==> src/rtl/deadband_change_reporter_unit_defines.svh <==
// assertion macros shared by the deadband change reporter rtl
`ifndef DEADBAND_CHANGE_REPORTER_UNIT_DEFINES_SVH
`define DEADBAND_CHANGE_REPORTER_UNIT_DEFINES_SVH
`ifndef NO_ASSERTIONS
`define DCR_ASSERT_IMPLIES(label, clk, rst_n, a, b) \
  label: assert property (@(posedge clk) disable iff (!rst_n) (a) |-> (b)) \
    else $error("same-cycle check failed");
`define DCR_ASSERT_NEXT(label, clk, rst_n, a, b) \
  label: assert property (@(posedge clk) disable iff (!rst_n) (a) |=> (b)) \
    else $error("next-cycle check failed");
`else
`define DCR_ASSERT_IMPLIES(label, clk, rst_n, a, b)
`define DCR_ASSERT_NEXT(label, clk, rst_n, a, b)
`endif
`endif

==> src/rtl/dcr_pkg.sv <==
// package: widths, codes, reset values and types of the deadband change reporter
`timescale 1ns / 1ps
package dcr_pkg;

  localparam int VALUE_W     = 10;
  localparam int CHAN_W      = 3;
  localparam int BYTE_W      = 8;
  localparam int CHANNELS_DEF = 8;

  localparam int CFG_IDX_W  = 1;
  localparam int CFG_DATA_W = 10;

  localparam logic [CFG_IDX_W-1:0] REG_DEADBAND  = 1'd0;
  localparam logic [CFG_IDX_W-1:0] REG_SWITCH_ID = 1'd1;

  localparam logic [VALUE_W-1:0] DEADBAND_RESET  = 10'd2;
  localparam logic [BYTE_W-1:0]  SWITCH_ID_RESET = 8'd9;

  localparam logic [BYTE_W-1:0] FRAME_START = 8'hff;
  localparam logic [BYTE_W-1:0] FRAME_END   = 8'hfe;

  localparam int QUEUE_DEPTH = 2;

  // byte positions within a frame
  localparam int POS_W = 3;
  localparam logic [POS_W-1:0] POS_START = 3'd0;
  localparam logic [POS_W-1:0] POS_B1    = 3'd1;
  localparam logic [POS_W-1:0] POS_B2    = 3'd2;
  localparam logic [POS_W-1:0] POS_B3    = 3'd3;
  localparam logic [POS_W-1:0] POS_END   = 3'd4;

  // the three variable bytes of one frame
  typedef struct packed {
    logic [BYTE_W-1:0] b1;
    logic [BYTE_W-1:0] b2;
    logic [BYTE_W-1:0] b3;
  } frame_t;

endpackage

==> src/rtl/dcr_if.sv <==
// valid/ready channel interfaces for sample words and frame bytes
`timescale 1ns / 1ps
interface dcr_in_if import dcr_pkg::*; ();
  logic               valid;
  logic               ready;
  logic               kind;
  logic [CHAN_W-1:0]  channel;
  logic [VALUE_W-1:0] value;

  modport source (output valid, output kind, output channel, output value, input ready);
  modport sink (input valid, input kind, input channel, input value, output ready);
endinterface

interface dcr_out_if import dcr_pkg::*; ();
  logic              valid;
  logic              ready;
  logic [BYTE_W-1:0] frame_byte;
  logic              last;

  modport source (output valid, output frame_byte, output last, input ready);
  modport sink (input valid, input frame_byte, input last, output ready);
endinterface

==> src/rtl/dcr_front.sv <==
// front end: config registers, per-channel stored values and change classification
`timescale 1ns / 1ps
module dcr_front import dcr_pkg::*; #(
  parameter int CHANNELS = CHANNELS_DEF
) (
  input  logic                  clk,
  input  logic                  rst_n,
  dcr_in_if.sink                in_chan,
  input  logic                  cfg_we,
  input  logic [CFG_IDX_W-1:0]  cfg_index,
  input  logic [CFG_DATA_W-1:0] cfg_wdata,
  output logic                  push,
  output frame_t                push_data,
  input  logic                  q_full
);

  localparam int IDX_W = (CHANNELS > 1) ? $clog2(CHANNELS) : 1;
  localparam int CMP_W = 5;

  logic [VALUE_W-1:0] deadband_r;
  logic [BYTE_W-1:0]  switch_id_r;
  logic [VALUE_W-1:0] last_r [CHANNELS];

  logic               accept;
  logic [CMP_W-1:0]   ch_ext;
  logic [IDX_W-1:0]   idx;
  logic               ch_ok;
  logic [VALUE_W-1:0] prev;
  logic signed [VALUE_W+1:0] v_s, lo_s, hi_s;
  logic               report;

  assign in_chan.ready = !q_full;
  assign accept        = in_chan.valid && in_chan.ready;

  assign ch_ext = CMP_W'(in_chan.channel);
  assign idx    = ch_ext[IDX_W-1:0];
  assign ch_ok  = ch_ext < CMP_W'(CHANNELS);
  assign prev   = last_r[idx];

  // band edges in signed arithmetic so nothing wraps
  always_comb begin
    v_s  = signed'({2'b00, in_chan.value});
    lo_s = signed'({2'b00, prev}) - signed'({2'b00, deadband_r});
    hi_s = signed'({2'b00, prev}) + signed'({2'b00, deadband_r});
    report = ch_ok && ((v_s < lo_s) || (v_s > hi_s));
  end

  always_comb begin
    if (in_chan.kind) begin
      push_data.b1 = switch_id_r;
      push_data.b2 = '0;
      push_data.b3 = in_chan.value[BYTE_W-1:0];
    end else begin
      push_data.b1 = BYTE_W'(in_chan.channel);
      push_data.b2 = BYTE_W'(in_chan.value[VALUE_W-1:BYTE_W]);
      push_data.b3 = in_chan.value[BYTE_W-1:0];
    end
  end

  assign push = accept && (in_chan.kind || report);

  always_ff @(posedge clk) begin
    if (!rst_n) begin
      deadband_r  <= DEADBAND_RESET;
      switch_id_r <= SWITCH_ID_RESET;
    end else if (cfg_we) begin
      unique case (cfg_index)
        REG_DEADBAND:  deadband_r  <= cfg_wdata[VALUE_W-1:0];
        REG_SWITCH_ID: switch_id_r <= cfg_wdata[BYTE_W-1:0];
        default: ;
      endcase
    end
  end

  always_ff @(posedge clk) begin
    if (!rst_n) begin
      for (int i = 0; i < CHANNELS; i++) begin
        last_r[i] <= '0;
      end
    end else if (accept && !in_chan.kind && report) begin
      last_r[idx] <= in_chan.value;
    end
  end

endmodule

==> src/rtl/dcr_queue.sv <==
// short frame queue between the classifier and the byte sequencer
`timescale 1ns / 1ps
module dcr_queue import dcr_pkg::*; #(
  parameter int DEPTH = QUEUE_DEPTH
) (
  input  logic   clk,
  input  logic   rst_n,
  input  logic   push,
  input  frame_t push_data,
  output logic   full,
  input  logic   pop,
  output frame_t head,
  output logic   empty
);
`include "deadband_change_reporter_unit_defines.svh"

  localparam int PTR_W = (DEPTH > 1) ? $clog2(DEPTH) : 1;
  localparam int CNT_W = $clog2(DEPTH + 1);

  frame_t             mem_r [DEPTH];
  logic [PTR_W-1:0]   wr_ptr_r, wr_ptr_nxt;
  logic [PTR_W-1:0]   rd_ptr_r, rd_ptr_nxt;
  logic [CNT_W-1:0]   count_r, count_nxt;

  assign full  = count_r == CNT_W'(DEPTH);
  assign empty = count_r == '0;
  assign head  = mem_r[rd_ptr_r];

  always_comb begin
    wr_ptr_nxt = wr_ptr_r;
    rd_ptr_nxt = rd_ptr_r;
    count_nxt  = count_r;
    if (push) begin
      wr_ptr_nxt = (wr_ptr_r == PTR_W'(DEPTH - 1)) ? '0 : wr_ptr_r + 1'b1;
    end
    if (pop) begin
      rd_ptr_nxt = (rd_ptr_r == PTR_W'(DEPTH - 1)) ? '0 : rd_ptr_r + 1'b1;
    end
    if (push && !pop) begin
      count_nxt = count_r + 1'b1;
    end else if (pop && !push) begin
      count_nxt = count_r - 1'b1;
    end
  end

  always_ff @(posedge clk) begin
    if (!rst_n) begin
      wr_ptr_r <= '0;
      rd_ptr_r <= '0;
      count_r  <= '0;
    end else begin
      wr_ptr_r <= wr_ptr_nxt;
      rd_ptr_r <= rd_ptr_nxt;
      count_r  <= count_nxt;
    end
  end

  always_ff @(posedge clk) begin
    if (push) begin
      mem_r[wr_ptr_r] <= push_data;
    end
  end

  `DCR_ASSERT_IMPLIES(a_no_push_full, clk, rst_n, full, !push)
  `DCR_ASSERT_IMPLIES(a_no_pop_empty, clk, rst_n, empty, !pop)

endmodule

==> src/rtl/dcr_back.sv <==
// back end: walks one queued frame out as five bytes
`timescale 1ns / 1ps
module dcr_back import dcr_pkg::*; (
  input  logic      clk,
  input  logic      rst_n,
  input  frame_t    head,
  input  logic      empty,
  output logic      pop,
  dcr_out_if.source out_chan
);
`include "deadband_change_reporter_unit_defines.svh"

  logic             busy_r, busy_nxt;
  logic [POS_W-1:0] pos_r, pos_nxt;
  frame_t           frm_r;
  logic             fire, done;

  assign out_chan.valid = busy_r;
  assign out_chan.last  = pos_r == POS_END;
  assign fire = out_chan.valid && out_chan.ready;
  assign done = fire && (pos_r == POS_END);
  // next frame loads in the same cycle the closing byte leaves
  assign pop  = !empty && (!busy_r || done);

  always_comb begin
    unique case (pos_r)
      POS_START: out_chan.frame_byte = FRAME_START;
      POS_B1:    out_chan.frame_byte = frm_r.b1;
      POS_B2:    out_chan.frame_byte = frm_r.b2;
      POS_B3:    out_chan.frame_byte = frm_r.b3;
      POS_END:   out_chan.frame_byte = FRAME_END;
      default:   out_chan.frame_byte = FRAME_END;
    endcase
  end

  always_comb begin
    busy_nxt = busy_r;
    pos_nxt  = pos_r;
    if (pop) begin
      busy_nxt = 1'b1;
      pos_nxt  = POS_START;
    end else if (done) begin
      busy_nxt = 1'b0;
      pos_nxt  = POS_START;
    end else if (fire) begin
      pos_nxt = pos_r + 1'b1;
    end
  end

  always_ff @(posedge clk) begin
    if (!rst_n) begin
      busy_r <= 1'b0;
      pos_r  <= POS_START;
    end else begin
      busy_r <= busy_nxt;
      pos_r  <= pos_nxt;
    end
  end

  always_ff @(posedge clk) begin
    if (pop) begin
      frm_r <= head;
    end
  end

  `DCR_ASSERT_NEXT(a_frame_continues, clk, rst_n, fire && !out_chan.last, out_chan.valid)
  `DCR_ASSERT_NEXT(a_stall_holds_pos, clk, rst_n, out_chan.valid && !out_chan.ready,
                   $stable(pos_r))
  `DCR_ASSERT_NEXT(a_restart_at_start, clk, rst_n, done, pos_r == POS_START)

endmodule

==> src/rtl/deadband_change_reporter_unit.sv <==
// top level of the deadband change reporter
`timescale 1ns / 1ps
// Accepts analog samples and switch snapshots one word per cycle while the two-entry
// frame queue has room. A sample that stays inside its channel's deadband, or names a
// channel not below CHANNELS, is absorbed in its accept cycle with no output. A sample
// outside the band becomes a five-byte frame (0xff, channel, high, low, 0xfe) and each
// snapshot one of (0xff, id, 0x00, low, 0xfe), sent one byte per cycle while the
// receiver is ready, as paced by the output byte sequencer; the queue lets up to two
// frames build up behind a stalled output. Stored channel values clear during reset.
module deadband_change_reporter_unit import dcr_pkg::*; #(
  parameter int CHANNELS = CHANNELS_DEF
) (
  input  logic                  clk,
  input  logic                  rst_n,
  dcr_in_if.sink                in_chan,
  dcr_out_if.source             out_chan,
  input  logic                  cfg_we,
  input  logic [CFG_IDX_W-1:0]  cfg_index,
  input  logic [CFG_DATA_W-1:0] cfg_wdata
);

  logic   push, q_full, pop, q_empty;
  frame_t push_data, q_head;

  dcr_front #(.CHANNELS(CHANNELS)) u_front (
    .clk       (clk),
    .rst_n     (rst_n),
    .in_chan   (in_chan),
    .cfg_we    (cfg_we),
    .cfg_index (cfg_index),
    .cfg_wdata (cfg_wdata),
    .push      (push),
    .push_data (push_data),
    .q_full    (q_full)
  );

  dcr_queue #(.DEPTH(QUEUE_DEPTH)) u_queue (
    .clk       (clk),
    .rst_n     (rst_n),
    .push      (push),
    .push_data (push_data),
    .full      (q_full),
    .pop       (pop),
    .head      (q_head),
    .empty     (q_empty)
  );

  dcr_back u_back (
    .clk      (clk),
    .rst_n    (rst_n),
    .head     (q_head),
    .empty    (q_empty),
    .pop      (pop),
    .out_chan (out_chan)
  );

endmodule

==> src/flat_wrapper.sv <==
// flat-port wrapper written by rule: the top's interface ports become plain ports
module deadband_change_reporter_unit_flat import dcr_pkg::*;
#(
  parameter int CHANNELS = CHANNELS_DEF
)
  (clk, rst_n, cfg_we, cfg_index, cfg_wdata, in_chan_valid, in_chan_kind, in_chan_channel, in_chan_value, in_chan_ready, out_chan_valid, out_chan_frame_byte, out_chan_last, out_chan_ready);
  dcr_in_if in_chan_i ();
  dcr_out_if out_chan_i ();
  input  logic clk;
  input  logic rst_n;
  input  logic cfg_we;
  input  logic [CFG_IDX_W-1:0] cfg_index;
  input  logic [CFG_DATA_W-1:0] cfg_wdata;
  input wire logic [$bits(in_chan_i.valid)-1:0] in_chan_valid;
  input wire logic [$bits(in_chan_i.kind)-1:0] in_chan_kind;
  input wire logic [$bits(in_chan_i.channel)-1:0] in_chan_channel;
  input wire logic [$bits(in_chan_i.value)-1:0] in_chan_value;
  output wire logic [$bits(in_chan_i.ready)-1:0] in_chan_ready;
  output wire logic [$bits(out_chan_i.valid)-1:0] out_chan_valid;
  output wire logic [$bits(out_chan_i.frame_byte)-1:0] out_chan_frame_byte;
  output wire logic [$bits(out_chan_i.last)-1:0] out_chan_last;
  input wire logic [$bits(out_chan_i.ready)-1:0] out_chan_ready;
  assign in_chan_i.valid = in_chan_valid;
  assign in_chan_i.kind = in_chan_kind;
  assign in_chan_i.channel = in_chan_channel;
  assign in_chan_i.value = in_chan_value;
  assign in_chan_ready = in_chan_i.ready;
  assign out_chan_valid = out_chan_i.valid;
  assign out_chan_frame_byte = out_chan_i.frame_byte;
  assign out_chan_last = out_chan_i.last;
  assign out_chan_i.ready = out_chan_ready;
  deadband_change_reporter_unit #(.CHANNELS(CHANNELS)) u_core (.clk(clk), .rst_n(rst_n), .in_chan(in_chan_i), .out_chan(out_chan_i), .cfg_we(cfg_we), .cfg_index(cfg_index), .cfg_wdata(cfg_wdata));
endmodule
==> config.mk <==
export PLATFORM = sky130hd
export DESIGN_NAME = deadband_change_reporter_unit_flat
export DESIGN_NICKNAME = d
export VERILOG_FILES = /design/src/rtl/dcr_pkg.sv /design/src/rtl/dcr_if.sv /design/src/rtl/dcr_front.sv /design/src/rtl/dcr_queue.sv /design/src/rtl/dcr_back.sv /design/src/rtl/deadband_change_reporter_unit.sv /design/src/flat_wrapper.sv
export VERILOG_INCLUDE_DIRS = /design/src /design/src/rtl
export SDC_FILE = /design/constraint.sdc
export NUM_CORES = 1
export LEC_CHECK = 0
export BUFFER_PORTS_ARGS = -buffer_cell sky130_fd_sc_hd__buf_2
export CAP_MARGIN = 20
export CORE_ASPECT_RATIO = 0.75
export CORE_MARGIN = 10
export CORE_UTILIZATION = 58
export CTS_BUF_LIST = sky130_fd_sc_hd__clkbuf_4
export CTS_CLUSTER_SIZE = 12
export DETAILED_ROUTE_END_ITERATION = 7
export PLACE_DENSITY = 0.77
export SLEW_MARGIN = 10
export SYNTH_ARGS = -nofsm -noshare
export SYNTH_HDL_FRONTEND = slang
export SYNTH_SLANG_ARGS = --single-unit
==> constraint.sdc <==
create_clock -name clk -period 8.1 [get_ports clk]
set_input_delay 1.62 -clock clk [delete_from_list [all_inputs] [get_ports clk]]
set_output_delay 1.62 -clock clk [all_outputs]
set_load 0.02 [all_outputs]
Yosys cells after proc, flatten, opt, wreduce, memory -nomap -nowiden
Memory sizes are Yosys's and may differ from the RTL's. A register that Yosys moved wholly into a read port is not among the register bits.
Cells that the tools add are included.
{"block": "classes", "n_addsub": 7, "n_lt_le_gt_ge": 3, "n_eq_ne": 5, "bitwise_logic": 2, "reduce_logical": 27, "mux": 17}
{"operator": "case mux 8 bit (4 select lines)", "n": 1}
{"operator": "two-way mux 24 bit", "n": 1}
{"operator": "adder 10 x 10 -> 11 bit", "n": 1}
{"operator": "greater-than comparator 10 x 11 -> 1 bit", "n": 1}
{"operator": "< comparator 11 bit", "n": 1}
{"operator": "two-way mux 1 bit", "n": 11}
{"operator": "subtractor 10 x 10 -> 11 bit", "n": 1}
{"operator": "logical AND 1 bit", "n": 10}
{"operator": "two-way mux 10 bit", "n": 1}
{"operator": "OR reduction 10 bit", "n": 1}
{"operator": "== test 3 x 2 -> 1 bit, second input constant", "n": 2}
{"operator": "logical NOT 1 bit", "n": 6}
{"operator": "< comparator 3 x 4 -> 1 bit, second input constant", "n": 1}
{"operator": "two-way mux 2 bit", "n": 2}
{"operator": "AND reduction 2 bit", "n": 2}
{"operator": "nonzero test 2 bit", "n": 2}
{"operator": "adder 3 x 1 -> 3 bit, second input constant", "n": 1}
{"operator": "== test 3 x 1 -> 1 bit, second input constant", "n": 1}
{"operator": "== test 3 bit, second input constant", "n": 1}
{"operator": "logical NOT 3 bit", "n": 1}
{"operator": "logical OR 1 bit", "n": 3}
{"operator": "two-way mux 3 bit", "n": 1}
{"operator": "OR reduction 3 bit", "n": 1}
{"operator": "adder 1 bit, second input constant", "n": 2}
{"operator": "other kinds (5)", "n": 6}
{"block": "word_totals", "memories": 2, "reg_bits": 26, "ramBits": 128, "out_inout_bits": 11}
{"memory": "u_core.u_front.last_r", "depth": 8, "word_bits": 10, "rd": 1, "rd_clocked_by_memory_dff": 0, "write_ports": 8, "line_no": "dcr_front.sv:22", "source": "logic [VALUE_W-1:0] last_r [CHANNELS];"}
{"memory": "u_core.u_queue.mem_r", "depth": 2, "word_bits": 24, "rd": 1, "rd_clocked_by_memory_dff": 1, "write_ports": 1, "line_no": "dcr_queue.sv:20", "source": "frame_t mem_r [DEPTH];"}

Longest topological paths before layout
Gate-level depths: netlist of the first run.
An unclocked memory read counts as a cell.
{"block": "depth", "word_depth": 11, "depth_mapped": 25, "ltp_nobuf": 23}

Hierarchy
A second synthesis of the first run with hierarchy kept.
{"block": "hier_totals", "hier_cells": 714, "hier_area_um2": 8924.8}
{"mod": "dcr_front", "cells_each": 543, "seq_area_each_um2": 2762.6, "area_per_inst_um2": 5861.9, "instances": 1}
{"mod": "dcr_queue", "cells_each": 97, "seq_area_each_um2": 1541.5, "area_per_inst_um2": 1950.6, "instances": 1}
{"mod": "dcr_back", "cells_each": 74, "seq_area_each_um2": 800.8, "area_per_inst_um2": 1112.3, "instances": 1}

Least setup slack after synthesis of the first run
Ideal clock, no wire load.
{"block": "synth_path", "kind": "in2reg", "startpoint": "in in_chan_channel[1]", "endpoint": "mem u_core.u_queue.mem_r[0][0] (netlist name) (enable)", "required_ps": 7705, "t_arrival_ps": 6274, "n_path_buf": 4, "path_slack_ps": 1431, "stages": 21, "cell_sequence": "clkbuf_1 -> and3b_1 -> clkbuf_1 -> a22o_1 -> a221oi_1 -> nand3_1 -> ha_1 -> buf_4 -> a211oi_1 -> o21bai_1 -> a21oi_1 -> o21ai_0 -> xnor2_1 -> ha_1 -> a2111oi_0 -> o21ai_1 -> o22ai_1 -> a21bo_2 -> buf_4 -> a31oi_1 -> nor2b_1"}
{"block": "synth_between", "elab_chain_len": 9, "word_cells_on_any_way": 12, "classes_between": "2 x add/sub; 3 x order compare; 2 x mux; 4 x reduce/logical; 1 x memory"}
{"item": "start: declaration", "line_no": "flat_wrapper.sv:16", "source": "input wire logic [$bits(in_chan_i.channel)-1:0] in_chan_channel;"}
{"item": "memory read (8 x 10 bit)"}
{"item": "subtractor 10 x 10 -> 11 bit or adder 10 x 10 -> 11 bit (tied branches)", "line_no": "dcr_front.sv:43, dcr_front.sv:44"}
{"item": "< comparator 11 bit or greater-than comparator 10 x 11 -> 1 bit (tied branches)", "line_no": "dcr_front.sv:45", "source": "report = ch_ok && ((v_s < lo_s) || (v_s > hi_s));"}
{"item": "logical OR 1 bit", "line_no": "dcr_front.sv:45"}
{"item": "logical AND 1 bit (*)", "line_no": "dcr_front.sv:45"}
{"item": "logical OR 1 bit (*)", "line_no": "dcr_front.sv:60", "source": "assign push = accept && (in_chan.kind || report);"}
{"item": "logical AND 1 bit (*)", "line_no": "dcr_front.sv:60"}
{"item": "two-way mux 1 bit (*)", "line_no": "dcr_queue.sv:59", "source": "if (push) begin"}
{"item": "two-way mux 1 bit (not written as such) (*)", "line_no": "dcr_queue.sv:60", "source": "mem_r[wr_ptr_r] <= push_data;"}
{"item": "end: declaration", "line_no": "dcr_queue.sv:20"}
Mark *: on every way between the ends. The rest lies on a longest branch, timed or not.

==> results.toml, run 1 <==
[timing]
final_max_slew_viol_count = 0
finalSetupViolCount = 0
period_minus_slack_ns = 6.627
setup_tns_ns = 0
worst_slew_margin_rel_pct = 43.09
skew_ns = 0.01874
worstMarginPinSlew_ns = 0.8536
finalWorstSetupSlack_ns = 1.473
hold_violations = 0
grt_setup_unrepaired = "false"
fmax_mhz = 150.9
fin_crit_sh_pct = 81.81

[finish]
area_delta_synth_final_pct = 8.971
drive_above_1_share_pct = 15.30
seqCellArea_mm2 = 0.004544
stdcell_count = 908
multi_input_area_mm2 = 0.003198
final_util_pct = 64.10
fill_cells = 1015
fin_nets = 796

[logic_synthesis]
ys.flop_type = "edfxtp_1"
syn_nets = 758
synth_xor_area_share_pct = 1.962
synth_seq_cells = 160
synthArstFlopShare_pct = 0
synth_edf_count = 134
syn_area_per_cell_um2 = 11.80
synth_mux_area_share_pct = 2.943
synth_compound_area_share_pct = 11.54
synth_top_family_by_area = "simple AND/OR/NAND/NOR gates"
synth_adder_area_share_pct = 7.507
syn_inst = 681
yosysUniqueCellTypes = 55
syn-cell-area_mm2 = 0.008034
yosysSeqAreaShare_pct = 56.56
yosysWarnings = 0
synthSimpleGateAreaFrac_pct = 15.85

[cts]
cts-hold-fix-buffers = 0
cts.repair.resized = 0
clk_pin_slew_ns = 0.14
htree_levels = 4
cts_tree = "done"
cts_sinks = 160
ctsRootBufferMaster = "clkbuf_4"
numCtsBuffers = 17
cts_setup_buffers = 0
clockBufferDepth = 2
clk_latency_ns = 0.56

[placement]
placedCellCount = 875
globalplace.congestion = 0.9283
io_buffers = 40
pre_cts_slack_ns = 1.015
hpwl_um = 14160

[floorplan]
rows = 37
initial_core_util_pct = 58.83
die_x_um = 155.9
die_y_um = 121.9
io_pins = 41
die-area_mm2 = 0.01901
coreArea_mm2 = 0.01366

[pwr]
p_per_area_mw_per_mm2 = 246.0
p_leak_uw = 0.003325
irDropWorstVdd_uv = 124.2

[critical_path]
worst_ep_required_time_ns = 8.32
crit_path_end_kind = "flip-flop"
critPathLaunchType = "input pin"
arrival_ns = 6.84
r2r_cells = 17
worstSetupPathType = "in2reg"
path_max_fanout = 11

[drt]
drc = 0
wl_per_cell_um = 21.82
drtIter0Drc = 794
firstDrtPassIters = 6
drt-vias-per-instance = 6.116
ant_nets = 0
routed_wl_um = 19810
vias = 5553

[global_routing]
grt_usage_pct = 20.89
antenna_found_initial = 1
grt_pass1_vias = 5304
grt-busiest-layer = "met2"
grt_pass1_wl_um = 30130
overflow = 0
use_met1_pct = 29.59
grt_use_met3_pct = 4.824
use_met2_pct = 31.86
grt_max_degree = 23

[outcome]
outcome = "finished clean"

[hold_path]
whs_path_depth = 2
min_path_type = "reg2reg"

[flow_run]
drv_cap = 0
## final cells by class
type	count	share of cell area [%]
Antenna cell	1	0.02858
Clock buffer	18	1.544
Clock inverter	14	2.501
Inverter	35	1.501
Multi-Input combinational cell	451	36.53
Sequential cell	160	51.91
Tap cell	175	2.501
Timing Repair Buffer	54	3.487
## registers in the layout, indices dropped and copies added (netlist names)
register / count
u_core.u_queue.mem_r: 36
u_core.u_queue.wr_ptr_r: 1
u_core.u_back.pos_r: 3
u_core.u_front.deadband_r: 10
u_core.u_front.last_r: 80
u_core.u_back.frm_r: 18
u_core.u_queue.rd_ptr_r: 1
u_core.u_front.switch_id_r: 8
u_core.u_queue.count_r: 2
u_core.u_back.out_chan.valid: 1
## cell families (layout without fill, tap and decap cells)
family,count (synthesis),after routing
simple gates,235,235
flops,160,160
compound gates,130,130
buf+inv,70,121
fa+ha+maj,47,47
mux,21,21
xor+xnor,18,18
other cells,0,1
## path summary, 6_finish.rpt
| check | slack [ns] | to | from |
|---|---|---|---|
| min reg2reg | 0.47 | u_core.u_front.switch_id_r[6] | u_core.u_front.switch_id_r[6] |
| max reg2reg | 2.68 | u_core.u_front.last_r[6][9] | u_core.u_front.last_r[0][1] |
| min | 0.47 | u_core.u_front.switch_id_r[6] | u_core.u_front.switch_id_r[6] |
| max | 1.47 | u_core.u_front.last_r[6][9] | in_chan_channel[0] |
## metrics by stage
step	total power (µW)	hold slack, ns	cell area (µm²)
final	2153	0.4728	8755
after global routing	2248	0.4897	8755
after CTS	2156	0.4749	8752
after detailed placement	1581	0.4562	8398
after global placement	1562	0.4462	8398
after floorplan	1433	0.4317	8034
## power breakdown
| part | switching, µW | total (µW) | internal (µW) |
|---|---|---|---|
| combinational | 294 | 479 | 186 |
| clock | 319 | 581 | 262 |
| sequential | 61.2 | 1090 | 1030 |
## routing by layer
metal / routed length, µm / vias to the layer above
met5: 0 / -
met4: 269 / 0
met3: 2070 / 22
met2: 8958 / 295
met1: 8512 / 2679
li1: - / 2557
## worst max-delay path: stages
cell       delay, ns
buf_2           0.18
nand2_1         0.13
nor2_1          0.62
a22oi_1         0.18
and4_1          0.26
inv_1           0.06
ha_1            0.19
fa_1            0.23
nor2b_1         0.24
o31ai_4         0.10
o21ai_0         0.19
a21oi_1         0.15
o31ai_1         0.26
xnor2_1         0.11
ha_1            0.30
nand3_1         0.13
a21oi_1         0.15
a211oi_1        0.07
a211o_1         0.48
a2111oi_1       0.52
buf_4           0.25
nand2b_1        0.40
## cells in the mapped netlist (2+ instances only)
cell type / instances / area [µm²]
edfxtp_1: 134 / 4024
and2_1: 88 / 550.5
nand2_1: 57 / 214.0
ha_1: 45 / 563.0
a22oi_1: 36 / 270.3
inv_1: 34 / 127.6
a21oi_1: 33 / 165.2
dfxtp_1: 26 / 520.5
mux2_2: 21 / 236.5
clkbuf_1: 19 / 71.32
nand3_1: 19 / 95.09
nor2_1: 17 / 63.81
nand2b_1: 15 / 93.84
xnor2_1: 12 / 105.1
buf_2: 11 / 55.05
o21ai_0: 10 / 50.05
a211oi_1: 9 / 67.56
nor2b_1: 9 / 56.30
a221oi_1: 7 / 61.31
nand4_1: 7 / 43.79
a22o_1: 6 / 52.55
xor2_1: 6 / 52.55
a31oi_1: 4 / 25.02
buf_4: 4 / 30.03
nor3_1: 4 / 20.02
nor4_1: 4 / 25.02
a21o_1: 3 / 22.52
nand3b_1: 3 / 22.52
nor3b_1: 3 / 22.52
a2111oi_0: 2 / 17.52
a311oi_1: 2 / 17.52
fa_1: 2 / 40.04
o211ai_1: 2 / 15.01
o21a_1: 2 / 15.01
o21bai_1: 2 / 15.01
o31ai_1: 2 / 15.01
or3_1: 2 / 12.51
or4_1: 2 / 15.01
## cells in the final DEF (no fill, tap or decap), drive strengths merged, types with 7 or more instances in the layout
cell	count
edfxtp	134
and2	88
nand2	57
buf	54
ha	45
inv	43
a22oi	36
a21oi	33
dfxtp	26
mux2	21
nand3	19
clkbuf	18
nor2	17
nand2b	15
xnor2	12
o21ai	11
nor2b	9
a211oi	9
nand4	7
a221oi	7
Power figures use the tool's default switching activity.
==> run 2, diff against run 1 <==
--- a/config.mk
+++ b/config.mk
@@ -10,11 +10,11 @@
 export CAP_MARGIN = 20
 export CORE_ASPECT_RATIO = 0.75
 export CORE_MARGIN = 10
-export CORE_UTILIZATION = 58
+export CORE_UTILIZATION = 57
 export CTS_BUF_LIST = sky130_fd_sc_hd__clkbuf_4
 export CTS_CLUSTER_SIZE = 12
 export DETAILED_ROUTE_END_ITERATION = 7
-export PLACE_DENSITY = 0.77
+export PLACE_DENSITY = 0.79
 export SLEW_MARGIN = 10
 export SYNTH_ARGS = -nofsm -noshare
 export SYNTH_HDL_FRONTEND = slang
==> constraint.sdc (replaced) <==
create_clock -name clk -period 6 [get_ports clk]
set_input_delay 1.2 -clock clk [delete_from_list [all_inputs] [get_ports clk]]
set_output_delay 1.2 -clock clk [all_outputs]
set_load 0.02 [all_outputs]
==> run 2 against run 1 <==
  * Total power grew 28%
  * First-iteration DRC count is 24% lower
  * Clock skew up 0.0015 ns
  * Register-to-register slack got worse by 1.6 ns
  * Die area is 1.5% higher
  * Routed wire length fell by 0.51%
  * Critical path type unchanged
==> results.toml, run 2 (same netlist as run 1, synthesis figures left out) <==
[outcome]
outcome = "finished clean"

[drt]
drt-vias-per-instance = 5.932
drc = 0
wl_per_cell_um = 20.77
vias = 5629
routed_wl_um = 19710
drtIter0Drc = 600
ant_nets = 0
firstDrtPassIters = 5

[placement]
io_buffers = 40
globalplace.congestion = 0.9501
dpl_cell_area_mm2 = 0.008741
hpwl_um = 14530
placedCellCount = 917

[cts]
cts_tree = "done"
clk_pin_slew_ns = 0.14
htree_levels = 4
ctsRootBufferMaster = "clkbuf_4"
clk_latency_ns = 0.57
numCtsBuffers = 17
cts_sinks = 160
cts-hold-fix-buffers = 0
clockBufferDepth = 2

[finish]
largest_reg_flops = 80
top_regs = "u_core.u_front.last_r x80, u_core.u_queue.mem_r x36, u_core.u_back.frm_r x18"
drive_above_1_share_pct = 20.03
area_delta_synth_final_pct = 11.85
final_cell_mix = "134 x edfxtp_1, 88 x and2_1, 57 x nand2_1"
fin_nets = 838
n_antenna_cell = 0
regMostFlops = "u_core.u_front.last_r"
stdcell_count = 949
design_area_mm2 = 0.008986
final_common_cell = "edfxtp_1"

[global_routing]
grt_pass1_vias = 5512
antenna_found_initial = 0
grt_pass1_wl_um = 30600
overflow = 0
grt_usage_pct = 20.84
grt_max_degree = 23

[flow_run]
drv_cap = 0

[timing]
hold_violations = 0
fmax_mhz = 176.3
skew_ns = 0.02020
fin_crit_sh_pct = 94.52
period_minus_slack_ns = 5.671
holdWs_ns = 0.4681
finalSetupViolCount = 0
worst_slew_margin_rel_pct = 41.07
worstMarginPinSlew_ns = 0.8827
final_max_slew_viol_count = 0

[floorplan]
die_y_um = 122.8
io_pins = 41
coreArea_mm2 = 0.01375
rows = 37
die-area_mm2 = 0.01929
die_x_um = 157.1
initial_core_util_pct = 58.43

[critical_path]
path_max_fanout = 11
worst_ep_required_time_ns = 6.29
critPathLaunchType = "input pin"
crit_path_end_kind = "flip-flop"
worstSetupPathType = "in2reg"
arrival_ns = 5.96

[pwr]
irDropWorstVdd_uv = 160.5
p_leak_uw = 0.003487
p_per_area_mw_per_mm2 = 307.9

[hold_path]
min_path_type = "reg2reg"
[run 2: final timing paths]
kind                                      start                             to  slack [ns]  depth (start not counted)
hold reg to reg   u_core.u_front.switch_id_r[1]  u_core.u_front.switch_id_r[1]        0.47                          2
hold / removal    u_core.u_front.switch_id_r[1]  u_core.u_front.switch_id_r[1]        0.47                          2
setup reg to reg    u_core.u_front.last_r[1][2]    u_core.u_front.last_r[6][6]        1.04                         18
setup / recovery             in_chan_channel[2]    u_core.u_front.last_r[6][6]        0.33                         22
[run 2: power by group]
part | internal [µW] | leakage (µW) | switching (µW)
Clock | 182 | 0.000138 | 402
Combinational | 297 | 0.00180 | 413
Sequential | 1390 | 0.00155 | 81.9
Total | 1870 | 0.00349 | 897
[run 2: cell type report]
class / count / area [µm²]
timing repair buffer: 96 / 645.6
sequential: 160 / 4544
multi-input combinational: 451 / 3202
fill: 1040 / 4763
tap: 175 / 219.0
clock buffer: 19 / 142.6
clock inverter: 13 / 101.3
inverter: 35 / 131.4
[run 2: routing by layer]
metal  vias to the layer above  global-route usage [%]  share of wire (%)
li1                       2634                       -                  -
met1                      2706                   29.16                 44
met2                       266                   30.74                 44
met3                        23                   5.942                 11
met4                         0                   6.818                1.7
met5                         -                       0                  0
[run 2: worst max-delay path, cell delays in order]
cell       delay, ns
buf_2           0.16
nor3b_1         0.16
buf_4           0.18
a22oi_1         0.22
and4_1          0.25
ha_1            0.17
inv_1           0.05
fa_1            0.38
a211oi_1        0.22
o21bai_1        0.15
a21oi_1         0.26
o21ai_0         0.14
xnor2_1         0.15
ha_1            0.30
a2111oi_1       0.43
o21ai_1         0.15
o22ai_1         0.15
a21bo_2         0.35
a2111oi_1       0.39
buf_4           0.18
nand2b_1        0.15
buf_4           0.17
[run 2: repair_timing]
item                       4_1_cts  5_1_grt
resized for setup                0        1
buffers inserted                 0        0
setup endpoints to repair        0        1
[run 2: metrics by stage]
stage	setup WS [ns]	utilization, %	power (µW)	TNS, ns
detailed placement	-0.1606	63.57	2194	-3.824
finish	0.3287	65.36	2767	0
global route	-0.004212	65.36	2903	-0.004212
floorplan	0.07244	-	1936	0
CTS	0.4296	65.35	2765	0
global placement	-0.03351	63.57	2161	-0.2431
==> run 3, diff against run 2 <==
--- a/config.mk
+++ b/config.mk
@@ -10,11 +10,11 @@
 export CAP_MARGIN = 20
 export CORE_ASPECT_RATIO = 0.75
 export CORE_MARGIN = 10
-export CORE_UTILIZATION = 57
+export CORE_UTILIZATION = 45
 export CTS_BUF_LIST = sky130_fd_sc_hd__clkbuf_4
 export CTS_CLUSTER_SIZE = 12
 export DETAILED_ROUTE_END_ITERATION = 7
-export PLACE_DENSITY = 0.79
+export PLACE_DENSITY = 0.65
 export SLEW_MARGIN = 10
 export SYNTH_ARGS = -nofsm -noshare
 export SYNTH_HDL_FRONTEND = slang
==> run 3 against run 2 <==
  * Cell area rose by 2.0%
  * Register-to-register slack lost 0.17 ns
  * Highest routed layer unchanged
  * Routed wire length up 2.6%
  * Sequential power hardly changed
  * Critical path type unchanged
  * Die area rose by 23%
  * Largest cell class unchanged
  * Non-clock buffer count shrank 6
  * Flip-flop and latch count is the same
==> results.toml, run 3 (same netlist as run 1, synthesis figures left out) <==
[hold_path]
hold_path_startpoint = "u_core.u_front.switch_id_r[1]"
min_path_type = "reg2reg"
whs_path_depth = 2
whs_endpoint = "u_core.u_front.switch_id_r[1]"

[critical_path]
r2r_cells = 21
r2r_setup_slack_ns = 0.87
worstSetupPathType = "in2reg"
arrival_ns = 6.07
rr_endpoint = "u_core.u_front.last_r[0][7]"
critPathLaunchType = "input pin"
path_max_fanout = 11
r2r-start = "u_core.u_front.last_r[4][0]"
worst_ep_required_time_ns = 6.30
crit_path_end_kind = "flip-flop"

[placement]
globalplace.congestion = 0.9310
dpl_cell_area_mm2 = 0.008867
hpwl_um = 15050
io_buffers = 40
placedCellCount = 978

[pwr]
power.internal_uw = 1911
switching_share_pct = 32.48
p_per_area_mw_per_mm2 = 308.9
clkPwrFrac_pct = 22.6
irDropWorstVdd_uv = 197.7
p_leak_uw = 0.003509
p_comb_share_pct = 25.1
power_switching_uw = 919.5
seqPwrFrac_pct = 52.3

[drt]
ant_nets = 0
routed_wl_um = 20220
vias = 5650
wl_per_cell_um = 20.00
drt-vias-per-instance = 5.589
drtIter0Drc = 651
drc = 0
firstDrtPassIters = 5

[timing]
period_minus_slack_ns = 5.763
hold_violations = 0
worst_slew_margin_rel_pct = 43.10
final_max_slew_viol_count = 0
grt_setup_unrepaired = "false"
fmax_mhz = 173.5
fin_crit_sh_pct = 96.05
skew_ns = 0.01872
worstMarginPinSlew_ns = 0.8524
finalSetupViolCount = 0

[finish]
top_regs = "u_core.u_front.last_r x80, u_core.u_queue.mem_r x36, u_core.u_back.frm_r x18"
area_delta_synth_final_pct = 14.08
design_area_mm2 = 0.009165
final_common_cell = "edfxtp_1"
fin_nets = 832
stdcell_count = 1011
drive_above_1_share_pct = 19.66
largest_reg_flops = 80
final_cell_mix = "134 x edfxtp_1, 88 x and2_1, 57 x nand2_1"
regMostFlops = "u_core.u_front.last_r"

[global_routing]
grt_usage_pct = 17.38
antenna_found_initial = 1
grt_pass1_wl_um = 31360
grt_max_degree = 23
overflow = 0
grt_pass1_vias = 5454

[floorplan]
die_y_um = 135.7
rows = 42
io_pins = 41
initial_core_util_pct = 45.64
die_x_um = 174.3
coreArea_mm2 = 0.01760
die-area_mm2 = 0.02365

[cts]
htree_levels = 4
clockBufferDepth = 2
clk_latency_ns = 0.57
cts_sinks = 160
ctsRootBufferMaster = "clkbuf_4"
clk_pin_slew_ns = 0.14
cts_tree = "done"
numCtsBuffers = 17

[flow_run]
drv_cap = 0

[outcome]
outcome = "finished clean"
==> run 3: cell types whose count changed in the layout (fill, tap and decap cells not counted), moves of 2 or more <==
cell / change
clkinv_4: +2
buf_12: +7
clkbuf_4: -2
buf_4: -13
clkinvlp_4: -2
==> run 3: power groups by stage <==
stage               clock network, µW  registers, µW  logic (µW)
floorplan                           0           1450         482
global placement                    0           1500         677
detailed placement                  0           1500         700
CTS                               658           1480         705
global route                      697           1500         784
finish                            641           1480         710
==> run 3: cell type report <==
| type | count | area, µm² |
|---|---|---|
| Clock buffer | 17 | 127.6 |
| Multi-Input combinational cell | 451 | 3217 |
| Timing Repair Buffer | 90 | 688.2 |
| Tap cell | 242 | 302.8 |
| Fill cell | 1572 | 8439 |
| Inverter | 35 | 131.4 |
| Clock inverter | 15 | 151.4 |
| Sequential cell | 160 | 4544 |
| Antenna cell | 1 | 2.502 |
==> run 3: timing repair <==
action | 4_1_cts | 5_1_grt
buffers inserted | 0 | 0
gates resized for setup | 0 | 4
hold buffers | 0 | 0
hold endpoints to repair | 0 | 0
endpoints found under the setup margin | 0 | 30
==> run 3: worst max-delay path: stages <==
cell and delay [ns]:
buf_2 0.16, nor3b_1 0.15, buf_4 0.18, a22oi_1 0.21
and4_1 0.27, inv_1 0.06, ha_1 0.20, fa_1 0.41
nor2b_1 0.18, o31ai_4 0.20, o21ai_0 0.14, a21oi_2 0.23
o31ai_1 0.11, xnor2_1 0.15, ha_1 0.30, nand3_1 0.14
a21oi_1 0.16, a211oi_1 0.08, a211o_1 0.45, buf_4 0.22
a211oi_1 0.36, buf_4 0.18, nand2b_1 0.13, buf_4 0.18
==> run 3: routing by layer <==
layer  up-vias  share of wire [%]  global-route usage [%]
li1       2635                  -                       -
met1      2782                 47                   24.32
met2       209                 43                   25.55
met3        24                8.2                   5.209
met4         0                1.4                   4.927
met5         -                  0                       0
==> run 3: worst max-delay path by stage <==
stage	endpoint	cells after the start	startpoint	slack [ns]
3_5_place_dp	u_core.u_front.last_r[6][7]	22	in_chan_channel[2]	-0.37
3_3_place_gp	u_core.u_front.last_r[6][4]	23	in_chan_channel[2]	-0.31
2_1_floorplan	u_core.u_queue.mem_r[0][0]	21	in_chan_channel[1]	0.07
5_1_grt	u_core.u_front.last_r[4][7]	24	in_chan_channel[2]	0.03
6_report	u_core.u_front.last_r[0][7]	24	in_chan_channel[2]	0.24
4_1_cts	u_core.u_front.last_r[6][0]	22	in_chan_channel[2]	0.24
==> run 3: per-stage QoR <==
step                setup WS (ns)  total power [µW]  TNS, ns  utilization, %  hold WS [ns]
floorplan                 0.07244              1936        0               -        0.4317
global placement          -0.3093              2175   -12.15           50.37        0.4493
detailed placement        -0.3737              2204   -23.87           50.37        0.4461
CTS                        0.2411              2844        0           51.95        0.4668
global route              0.03272              2976        0           52.06        0.4796
finish                     0.2373              2831        0           52.06        0.4644
